## config.mk

```make
export PLATFORM = sky130hd
export DESIGN_NAME = mips_overlay_relocator
export DESIGN_NICKNAME = d
export VERILOG_FILES = /design/src/rtl/core/mor_pkg.sv /design/src/rtl/core/mor_hi_table.sv /design/src/rtl/core/mor_patch_unit.sv /design/src/rtl/core/mips_overlay_relocator.sv
export VERILOG_INCLUDE_DIRS = /design/src /design/src/rtl/core
export SDC_FILE = /design/constraint.sdc
export NUM_CORES = 2
export LEC_CHECK = 0
export BUFFER_PORTS_ARGS = -buffer_cell sky130_fd_sc_hd__buf_2
export CAP_MARGIN = 15
export CORE_MARGIN = 3
export CORE_UTILIZATION = 57
export CTS_CLUSTER_DIAMETER = 150
export DETAILED_ROUTE_END_ITERATION = 6
export PLACE_DENSITY = 0.75
export SYNTH_ARGS = -nofsm -noshare
export SYNTH_HDL_FRONTEND = slang
export SYNTH_SLANG_ARGS = --single-unit
export TNS_END_PERCENT = 20
```

## constraint.sdc

```tcl
create_clock -name clk -period 11.4 [get_ports clk]
set_clock_uncertainty 0.05 [all_clocks]
set_input_delay 2.28 -clock clk [delete_from_list [all_inputs] [get_ports clk]]
set_output_delay 2.28 -clock clk [all_outputs]
set_load 0.02 [all_outputs]
```

## src/rtl/core/mips_overlay_relocator_assert.svh

```systemverilog
// Assertion macros shared by the overlay relocator RTL.
// Included by the modules that check their own control logic; no other dependencies.
`ifndef MIPS_OVERLAY_RELOCATOR_ASSERT_SVH
`define MIPS_OVERLAY_RELOCATOR_ASSERT_SVH

`ifndef SYNTHESIS
// Same-cycle implication, disabled while reset is asserted.
`define MOR_ASSERT_IMPL(lbl, clk, rst_n, trig, cons) \
	lbl: assert property (@(posedge clk) disable iff (!rst_n) (trig) |-> (cons)) \
		else $error("relocator assertion failed");
// Next-cycle implication, disabled while reset is asserted.
`define MOR_ASSERT_NEXT(lbl, clk, rst_n, trig, cons) \
	lbl: assert property (@(posedge clk) disable iff (!rst_n) (trig) |=> (cons)) \
		else $error("relocator assertion failed");
`else
`define MOR_ASSERT_IMPL(lbl, clk, rst_n, trig, cons)
`define MOR_ASSERT_NEXT(lbl, clk, rst_n, trig, cons)
`endif

`endif

```

## src/rtl/core/mor_pkg.sv

```systemverilog
// Types and constants of the overlay relocator.
// Used by every module of the block; depends on nothing.
package mor_pkg;

	localparam int unsigned NUM_REGS  = 32;
	localparam int unsigned REG_IDX_W = $clog2(NUM_REGS);

	// Relocation types held in entry bits 29:24.
	localparam logic [5:0] RTYPE_WORD32 = 6'd2;
	localparam logic [5:0] RTYPE_JUMP26 = 6'd4;
	localparam logic [5:0] RTYPE_HI16   = 6'd5;
	localparam logic [5:0] RTYPE_LO16   = 6'd6;

	// Section ids held in entry bits 31:30.
	localparam logic [1:0] SEC_NONE   = 2'd0;
	localparam logic [1:0] SEC_TEXT   = 2'd1;
	localparam logic [1:0] SEC_DATA   = 2'd2;
	localparam logic [1:0] SEC_RODATA = 2'd3;

	// Configuration register indexes.
	localparam logic [1:0] CFG_LOAD_ADDR = 2'd0;
	localparam logic [1:0] CFG_LINK_ADDR = 2'd1;
	localparam logic [1:0] CFG_TEXT_SIZE = 2'd2;
	localparam logic [1:0] CFG_DATA_SIZE = 2'd3;

	localparam logic [31:0] SEGMENT_MASK  = 32'h0F00_0000;
	localparam logic [31:0] OPCODE_MASK   = 32'hFC00_0000;
	localparam logic [31:0] JUMP_ADDR_MASK = 32'h0FFF_FFFF;
	localparam logic [31:0] UPPER_MASK    = 32'hFFFF_0000;
	localparam logic [31:0] KSEG0_BIT     = 32'h8000_0000;
	localparam logic [31:0] JUMP_IDX_MASK = 32'h03FF_FFFF;

	// One recorded LUI, indexed by its register number.
	typedef struct packed {
		logic [31:0] addr;
		logic [31:0] saved;
		logic [31:0] current;
	} hi_entry_t;

	typedef struct packed {
		logic                 en;
		logic [REG_IDX_W-1:0] idx;
		hi_entry_t            data;
	} hi_write_t;

	typedef struct packed {
		logic        hi_we;
		logic [31:0] hi_addr;
		logic [31:0] hi_data;
		logic        t_we;
		logic [31:0] t_addr;
		logic [31:0] t_data;
	} patch_result_t;

endpackage

```

## src/rtl/core/mor_hi_table.sv

```systemverilog
// LUI record table: one synchronous 32-entry memory with registered read data.
// A write and a read of the same entry at one edge are forwarded. Uses mor_pkg.
`include "mips_overlay_relocator_assert.svh"

module mor_hi_table (
	input  logic                            clk,
	input  logic                            arst_n,
	input  logic                            rd_en,
	input  logic [mor_pkg::REG_IDX_W-1:0]   rd_idx,
	input  mor_pkg::hi_write_t              wr,
	output mor_pkg::hi_entry_t              rd_data
);
	import mor_pkg::*;

	hi_entry_t mem_q [NUM_REGS];
	hi_entry_t rd_q;
	hi_entry_t byp_q;
	logic      fwd_q;
	logic      same_entry;

	assign same_entry = wr.en && (wr.idx == rd_idx);

	always_ff @(posedge clk) begin
		if (wr.en) begin
			mem_q[wr.idx] <= wr.data;
		end
		if (rd_en) begin
			rd_q  <= mem_q[rd_idx];
			byp_q <= wr.data;
		end
	end

	// The memory returns the old contents when the entry is written at the read edge.
	always_ff @(posedge clk or negedge arst_n) begin
		if (!arst_n) begin
			fwd_q <= 1'b0;
		end else if (rd_en) begin
			fwd_q <= same_entry;
		end
	end

	assign rd_data = fwd_q ? byp_q : rd_q;

	`MOR_ASSERT_NEXT(a_fwd_set, clk, arst_n, rd_en && same_entry, fwd_q)
	`MOR_ASSERT_NEXT(a_fwd_clear, clk, arst_n, rd_en && !same_entry, !fwd_q)
	`MOR_ASSERT_NEXT(a_fwd_hold, clk, arst_n, !rd_en, $stable(fwd_q))

endmodule

```

## src/rtl/core/mor_patch_unit.sv

```systemverilog
// Patch logic of the relocator: decodes one entry and computes the rewritten words
// and the table update from the recorded LUI. Uses mor_pkg.
module mor_patch_unit (
	input  logic [5:0]             rtype,
	input  logic [31:0]            base,
	input  logic [23:0]            offset,
	input  logic [31:0]            word,
	input  mor_pkg::hi_entry_t     hi_rd,
	input  logic [31:0]            load_addr,
	input  logic [31:0]            link_addr,
	output mor_pkg::patch_result_t res,
	output mor_pkg::hi_write_t     hi_wr
);
	import mor_pkg::*;

	logic [31:0] target_addr;
	logic [31:0] word_reb;
	logic [31:0] jump_tgt;
	logic [31:0] jump_reb;
	logic [31:0] lo_sext;
	logic [31:0] chk;
	logic [31:0] rel;
	logic [15:0] new_upper;
	logic [31:0] new_hi;

	assign target_addr = base + {8'd0, offset};
	assign word_reb    = word - link_addr + load_addr;
	assign jump_tgt    = ((word & JUMP_IDX_MASK) << 2) | KSEG0_BIT;
	assign jump_reb    = jump_tgt - link_addr + load_addr;
	assign lo_sext     = {{16{word[15]}}, word[15:0]};
	assign chk         = {hi_rd.current[15:0], 16'd0} + lo_sext;
	assign rel         = {hi_rd.saved[15:0], 16'd0} + lo_sext - link_addr + load_addr;
	// A negative low half borrows from the high half, so add it back.
	assign new_upper   = rel[31:16] + {15'd0, rel[15]};
	assign new_hi      = (hi_rd.current & UPPER_MASK) | {16'd0, new_upper};

	always_comb begin
		res         = '0;
		res.t_addr  = target_addr;
		res.t_data  = word;
		hi_wr       = '0;
		hi_wr.idx   = word[20:16];
		hi_wr.data  = '{addr: target_addr, saved: word, current: word};
		unique case (rtype)
			RTYPE_WORD32: begin
				if ((word & SEGMENT_MASK) == '0) begin
					res.t_we   = 1'b1;
					res.t_data = word_reb;
				end
			end
			RTYPE_JUMP26: begin
				res.t_we   = 1'b1;
				res.t_data = (word & OPCODE_MASK) | ((jump_reb & JUMP_ADDR_MASK) >> 2);
			end
			RTYPE_HI16: begin
				hi_wr.en = 1'b1;
			end
			RTYPE_LO16: begin
				hi_wr.idx  = word[25:21];
				hi_wr.data = '{addr: hi_rd.addr, saved: hi_rd.saved, current: new_hi};
				if ((chk & SEGMENT_MASK) == '0) begin
					hi_wr.en    = 1'b1;
					res.hi_we   = 1'b1;
					res.hi_addr = hi_rd.addr;
					res.hi_data = new_hi;
					res.t_we    = 1'b1;
					res.t_data  = (word & UPPER_MASK) | {16'd0, rel[15:0]};
				end
			end
			default: begin
			end
		endcase
	end

endmodule

```

## src/rtl/core/mips_overlay_relocator.sv

```systemverilog
// Overlay relocator: applies relocation entries of an overlay loaded away from its
// link address. Depends on mor_pkg, mor_hi_table, mor_patch_unit and the assertion header.
//
// Usage: relocation entries stream in on the input channel (in_valid, in_stall)
// together with the word currently stored at each target. Every accepted
// transaction gives exactly one result transaction on the output channel
// (out_valid, out_stall) with the target rewrite and, for a LO16 entry that passes its
// segment check, the rewrite of its paired LUI word. table_done echoes final_entry.
// An accepted entry is registered in the first stage, its result in the output register,
// held with out_valid until taken. One transaction is taken every cycle unless the output
// stalls; the LUI table is a single memory read at acceptance and written back as the
// entry leaves the first stage, with forwarding if consecutive entries use one register.
// When the receiver stalls, the result is held in the output register and one
// more transaction can still be taken into the first stage; further input is
// stalled until the output is taken.
// Reset empties the pipeline and loads the address registers with their defaults; the LUI
// table is not cleared and must be filled by HI16 entries. Configuration is written via
// cfg_write, cfg_index and cfg_data; the user must do so only while idle (not enforced).
`include "mips_overlay_relocator_assert.svh"

module mips_overlay_relocator (
	input  logic        clk,
	input  logic        arst_n,
	input  logic        cfg_write,
	input  logic [1:0]  cfg_index,
	input  logic [31:0] cfg_data,
	input  logic        in_valid,
	output logic        in_stall,
	input  logic [31:0] reloc_entry,
	input  logic [31:0] target_word,
	input  logic        final_entry,
	output logic        out_valid,
	input  logic        out_stall,
	output logic        hi_write_enable,
	output logic [31:0] hi_write_address,
	output logic [31:0] hi_write_data,
	output logic        target_write_enable,
	output logic [31:0] target_write_address,
	output logic [31:0] target_write_data,
	output logic        table_done
);
	import mor_pkg::*;

	logic [31:0] load_addr_q;
	logic [31:0] link_addr_q;
	logic [23:0] text_size_q;
	logic [23:0] data_size_q;

	logic          accept;
	logic          s2_free;
	logic          s1_adv;
	logic [31:0]   data_base;
	logic [31:0]   base_in;

	logic          s1_valid_q;
	logic [5:0]    rtype_s1;
	logic [31:0]   base_s1;
	logic [23:0]   offset_s1;
	logic [31:0]   word_s1;
	logic          final_s1;

	hi_entry_t     hi_rd;
	hi_write_t     patch_wr;
	hi_write_t     table_wr;
	patch_result_t res;

	logic          out_valid_q;
	patch_result_t res_s2;
	logic          final_s2;

	always_ff @(posedge clk or negedge arst_n) begin
		if (!arst_n) begin
			load_addr_q <= 32'h8000_0000;
			link_addr_q <= 32'h8080_0000;
			text_size_q <= '0;
			data_size_q <= '0;
		end else if (cfg_write) begin
			unique case (cfg_index)
				CFG_LOAD_ADDR: load_addr_q <= cfg_data;
				CFG_LINK_ADDR: link_addr_q <= cfg_data;
				CFG_TEXT_SIZE: text_size_q <= cfg_data[23:0];
				CFG_DATA_SIZE: data_size_q <= cfg_data[23:0];
				default: begin
				end
			endcase
		end
	end

	assign s2_free  = !out_valid_q || !out_stall;
	assign s1_adv   = s1_valid_q && s2_free;
	assign in_stall = s1_valid_q && !s2_free;
	assign accept   = in_valid && !in_stall;

	// The section base is settled before the first stage so that stage adds only the offset.
	assign data_base = load_addr_q + {8'd0, text_size_q};
	always_comb begin
		unique case (reloc_entry[31:30])
			SEC_NONE:   base_in = '0;
			SEC_TEXT:   base_in = load_addr_q;
			SEC_DATA:   base_in = data_base;
			SEC_RODATA: base_in = data_base + {8'd0, data_size_q};
			default:    base_in = '0;
		endcase
	end

	always_ff @(posedge clk or negedge arst_n) begin
		if (!arst_n) begin
			s1_valid_q <= 1'b0;
		end else if (accept) begin
			s1_valid_q <= 1'b1;
		end else if (s1_adv) begin
			s1_valid_q <= 1'b0;
		end
	end

	always_ff @(posedge clk) begin
		if (accept) begin
			rtype_s1  <= reloc_entry[29:24];
			base_s1   <= base_in;
			offset_s1 <= reloc_entry[23:0];
			word_s1   <= target_word;
			final_s1  <= final_entry;
		end
	end

	always_comb begin
		table_wr    = patch_wr;
		table_wr.en = patch_wr.en && s1_adv;
	end

	mor_hi_table u_hi_table (
		.clk     (clk),
		.arst_n  (arst_n),
		.rd_en   (accept),
		.rd_idx  (target_word[25:21]),
		.wr      (table_wr),
		.rd_data (hi_rd)
	);

	mor_patch_unit u_patch (
		.rtype     (rtype_s1),
		.base      (base_s1),
		.offset    (offset_s1),
		.word      (word_s1),
		.hi_rd     (hi_rd),
		.load_addr (load_addr_q),
		.link_addr (link_addr_q),
		.res       (res),
		.hi_wr     (patch_wr)
	);

	always_ff @(posedge clk or negedge arst_n) begin
		if (!arst_n) begin
			out_valid_q <= 1'b0;
		end else if (s1_adv) begin
			out_valid_q <= 1'b1;
		end else if (!out_stall) begin
			out_valid_q <= 1'b0;
		end
	end

	always_ff @(posedge clk) begin
		if (s1_adv) begin
			res_s2   <= res;
			final_s2 <= final_s1;
		end
	end

	assign out_valid            = out_valid_q;
	assign hi_write_enable      = res_s2.hi_we;
	assign hi_write_address     = res_s2.hi_addr;
	assign hi_write_data        = res_s2.hi_data;
	assign target_write_enable  = res_s2.t_we;
	assign target_write_address = res_s2.t_addr;
	assign target_write_data    = res_s2.t_data;
	assign table_done           = final_s2;

	`MOR_ASSERT_IMPL(a_stall_cause, clk, arst_n, in_stall, s1_valid_q && out_valid_q && out_stall)
	`MOR_ASSERT_NEXT(a_accept_fills, clk, arst_n, accept, s1_valid_q)
	`MOR_ASSERT_NEXT(a_adv_fills_out, clk, arst_n, s1_adv, out_valid_q)
	`MOR_ASSERT_IMPL(a_hi_with_target, clk, arst_n, out_valid_q && hi_write_enable,
		target_write_enable)

endmodule
```

==> flow_metrics.tcl <==
set metrics [dict create \
    setup_viol 0 \
    crit_required_ps 11860 \
    synth_edf_count 2810 \
    crit_path_end_kind "flop" \
    grt_pass1_wl_um 490100 \
    cellPowerDensity_mw_per_mm2 206.0 \
    drtAntennaViolNets 0 \
    worstRegToRegCells 15 \
    clock_sinks 2925 \
    crit_end "u_hi_table.mem_q[1][94]$_DFFE_PP_" \
    yosys_most_used_dff "edfxtp_1" \
    worstSkewPairLatency_ps 950 \
    mostFrequentLayoutCells "2810 x edfxtp_1, 760 x mux4_2, 315 x clkbuf_16" \
    postCtsSetupBuffers 0 \
    die_w_um 470.1 \
    viasPerCell 6.821 \
    outcome "finished with violations" \
    avgRoutedWirePerCell_um 34.84 \
    hold_start "final_s1$_DFFE_PP_" \
    clk_pin_slew_ps 70 \
    ys_warn_count 0 \
    cts_htree_levels 5 \
    syn_to_final_growth_pct 12.80 \
    fin_crit_ps 6883 \
    rows 169 \
    synth-seq-area-share_pct 71.08 \
    coreArea_sq_mm 0.2131 \
    crit_path_start "u_hi_table.fwd_q$_DFFE_PN0P_" \
    peakVddDrop_uv 168.1 \
    drv_slew 0 \
    final_common_cell "edfxtp_1" \
    cp_max_fo 36 \
    track_usage_pct 31.11 \
    crit_type "flop to flop" \
    netlist_area_sq_mm 0.1228 \
    synthArstFlopShare_pct 3.932 \
    netlist_instances 6351 \
    grt_max_degree 150 \
    totalPowerFinal_mw 28.53 \
    ctsHoldBuffers 0 \
    violations "DRC" \
    postSynthAreaPerCell_sq_um 19.33 \
    fin_nets 7203 \
    antenna_found_initial 25 \
    die_h_um 470.1 \
    r2r-start "u_hi_table.fwd_q$_DFFE_PN0P_" \
    grt_overflow 0 \
    portBuffers 236 \
    fmax_mhz 145.3 \
    layout-drive-gt1-share_pct 27.14 \
    maxSlewHeadroom_pct 18.99 \
    synth_fp_nets 6737 \
    maxCapViolations 0 \
    holdWs_ps 387.3 \
    io_pins 237 \
    finalWeightedCongestion 0.9461 \
    ys_ff_latch 2925 \
    dp_hpwl_um 190800 \
    clockBufferDepth 4 \
    crit_arrival_ps 7340 \
    ff2ff_setup_slack_ps 4520 \
    cts_tree "yes" \
    dieArea_sq_mm 0.2210 \
    wl_um 343800 \
    worstMarginPinSlew_ps 1215 \
    final.period_utilization_pct 60.38 \
    cts_buffers 309 \
    drc 2 \
    dr.pass1.iters 7 \
    leakagePower_nw 46.60 \
    hp-class "flop to flop" \
    r2r-end "u_hi_table.mem_q[1][94]$_DFFE_PP_" \
    rsz0062_at_grt "false" \
    cts_resized 0 \
    via_count 67300 \
    grt_pass1_vias 67150 \
    synth_cell_types 88 \
    first_iter_violations 9113 \
    setup-tns-final_ps 0 \
    root_buffer "clkbuf_16" \
    startpoint_type "flop" \
    hold_viol 0 \
    start_util_pct 57.60 \
]
[synth_stat cells, types with 17 or more instances]
master,n,area (sq um)
o211ai_1,25,187.7
o21bai_1,17,127.6
a211oi_1,26,195.2
xor2_1,66,578.1
ha_1,179,2240
nand2_1,250,938.4
and2_1,17,106.4
dfrtp_1,112,2803
a21o_1,73,548.0
mux4_2,760,17120
mux2i_1,68,680.7
buf_1,47,176.4
nor4_1,31,193.9
o21a_1,28,210.2
a31oi_1,28,175.2
xnor2_1,95,832.1
a21oi_1,162,810.8
nor2_1,193,724.4
nand3_1,45,225.2
mux2_2,183,2061
nor3_1,43,215.2
o21ai_0,219,1096
edfxtp_1,2810,84380
fa_1,103,2062
clkbuf_1,222,833.3
nand2b_1,26,162.7
inv_1,271,1017
[cell type report]
class / instances / area (sq um)
Antenna cell: 16 / 40.04
Clock buffer: 375 / 8118
Clock inverter: 149 / 1335
Fill cell: 13750 / 74660
Inverter: 274 / 1033
Multi-Input combinational cell: 2881 / 33930
Sequential cell: 2925 / 87270
Tap cell: 2821 / 3530
Timing Repair Buffer: 426 / 3227
[worst max-delay path, cell delays in order (launching register included)]
cell and delay, ps:
dfrtp_4 400, buf_4 740, mux2_2 430, ha_1 310, a21o_1 190, a21oi_1 220, o211ai_1 150, o211ai_1 220
mux2_1 220, a32oi_1 130, or3_4 590, inv_2 190, a22oi_2 320, nor4_2 810, buf_4 590, buf_4 760
[cells by family (layout without fill, tap and decap cells)]
logic type                 count (synthesis)  count (layout)  share of synthesized area, %
DFF                                     2925            2925                         71.08
muxes                                   1013            1013                         16.19
AOI/OAI and AO/OA                        720             720                         3.747
and+or+nand+nor                          705             705                         2.660
buffers and inverters                    545            1224                         1.668
adders and majority gates                282             282                         3.504
xor gates and xnor gates                 161             161                         1.149
other                                      0              16                             0
[worst min path at each step]
stage,cells after the start,to,slack [ps]
global route,0,table_done$_DFFE_PP_,410
CTS,0,table_done$_DFFE_PP_,400
global placement,0,table_done$_DFFE_PP_,370
detailed placement,0,table_done$_DFFE_PP_,370
floorplan,0,table_done$_DFFE_PP_,350
finish,0,table_done$_DFFE_PP_,390
[registers in the layout, summed over array words and instances, names as in the netlist]
signal,count
u_hi_table.fwd_q,1
final_s1,1
target_write_address,32
link_addr_q,32
hi_write_data,32
hi_write_enable,1
target_write_enable,1
rtype_s1,6
u_hi_table.mem_q,2432
table_done,1
word_s1,32
offset_s1,24
base_s1,32
target_write_data,32
load_addr_q,32
hi_write_address,32
out_valid,1
s1_valid_q,1
data_size_q,24
u_hi_table.rd_q,76
text_size_q,24
u_hi_table.byp_q,76
[per-layer routing]
metal | GRT usage (%) | wire, um | share of wire, % | vias up
li1 | - | - | - | 26680
met3 | 6.732 | 36550 | 11 | 853
met2 | 50.23 | 168600 | 49 | 4593
met5 | 0 | 118 | 0.034 | -
met4 | 12.98 | 15050 | 4.4 | 18
met1 | 41.62 | 123400 | 36 | 35160
[report_power, final]
part	switching, mW	internal, mW	leakage [nW]	total (mW)
Clock	4.03	5.57	4.63	9.59
Combinational	3.91	2.16	15.1	6.08
Sequential	0.185	12.7	26.9	12.9
Total	8.13	20.4	46.6	28.5
[stage by stage]
| stage | instances | setup WS [ps] | area [sq um] | util (%) |
|---|---|---|---|---|
| detailed placement | 9284 | 4667 | 128300 | 60.18 |
| CTS | 9808 | 4627 | 137700 | 64.61 |
| finish | 9867 | 4517 | 138500 | 64.97 |
| global placement | 9280 | 4814 | 128200 | 60.15 |
| floorplan | 6351 | -2468 | 122800 | - |
| global route | 9853 | 4338 | 138400 | 64.95 |
No activity file was read; power rests on OpenSTA's default activity.
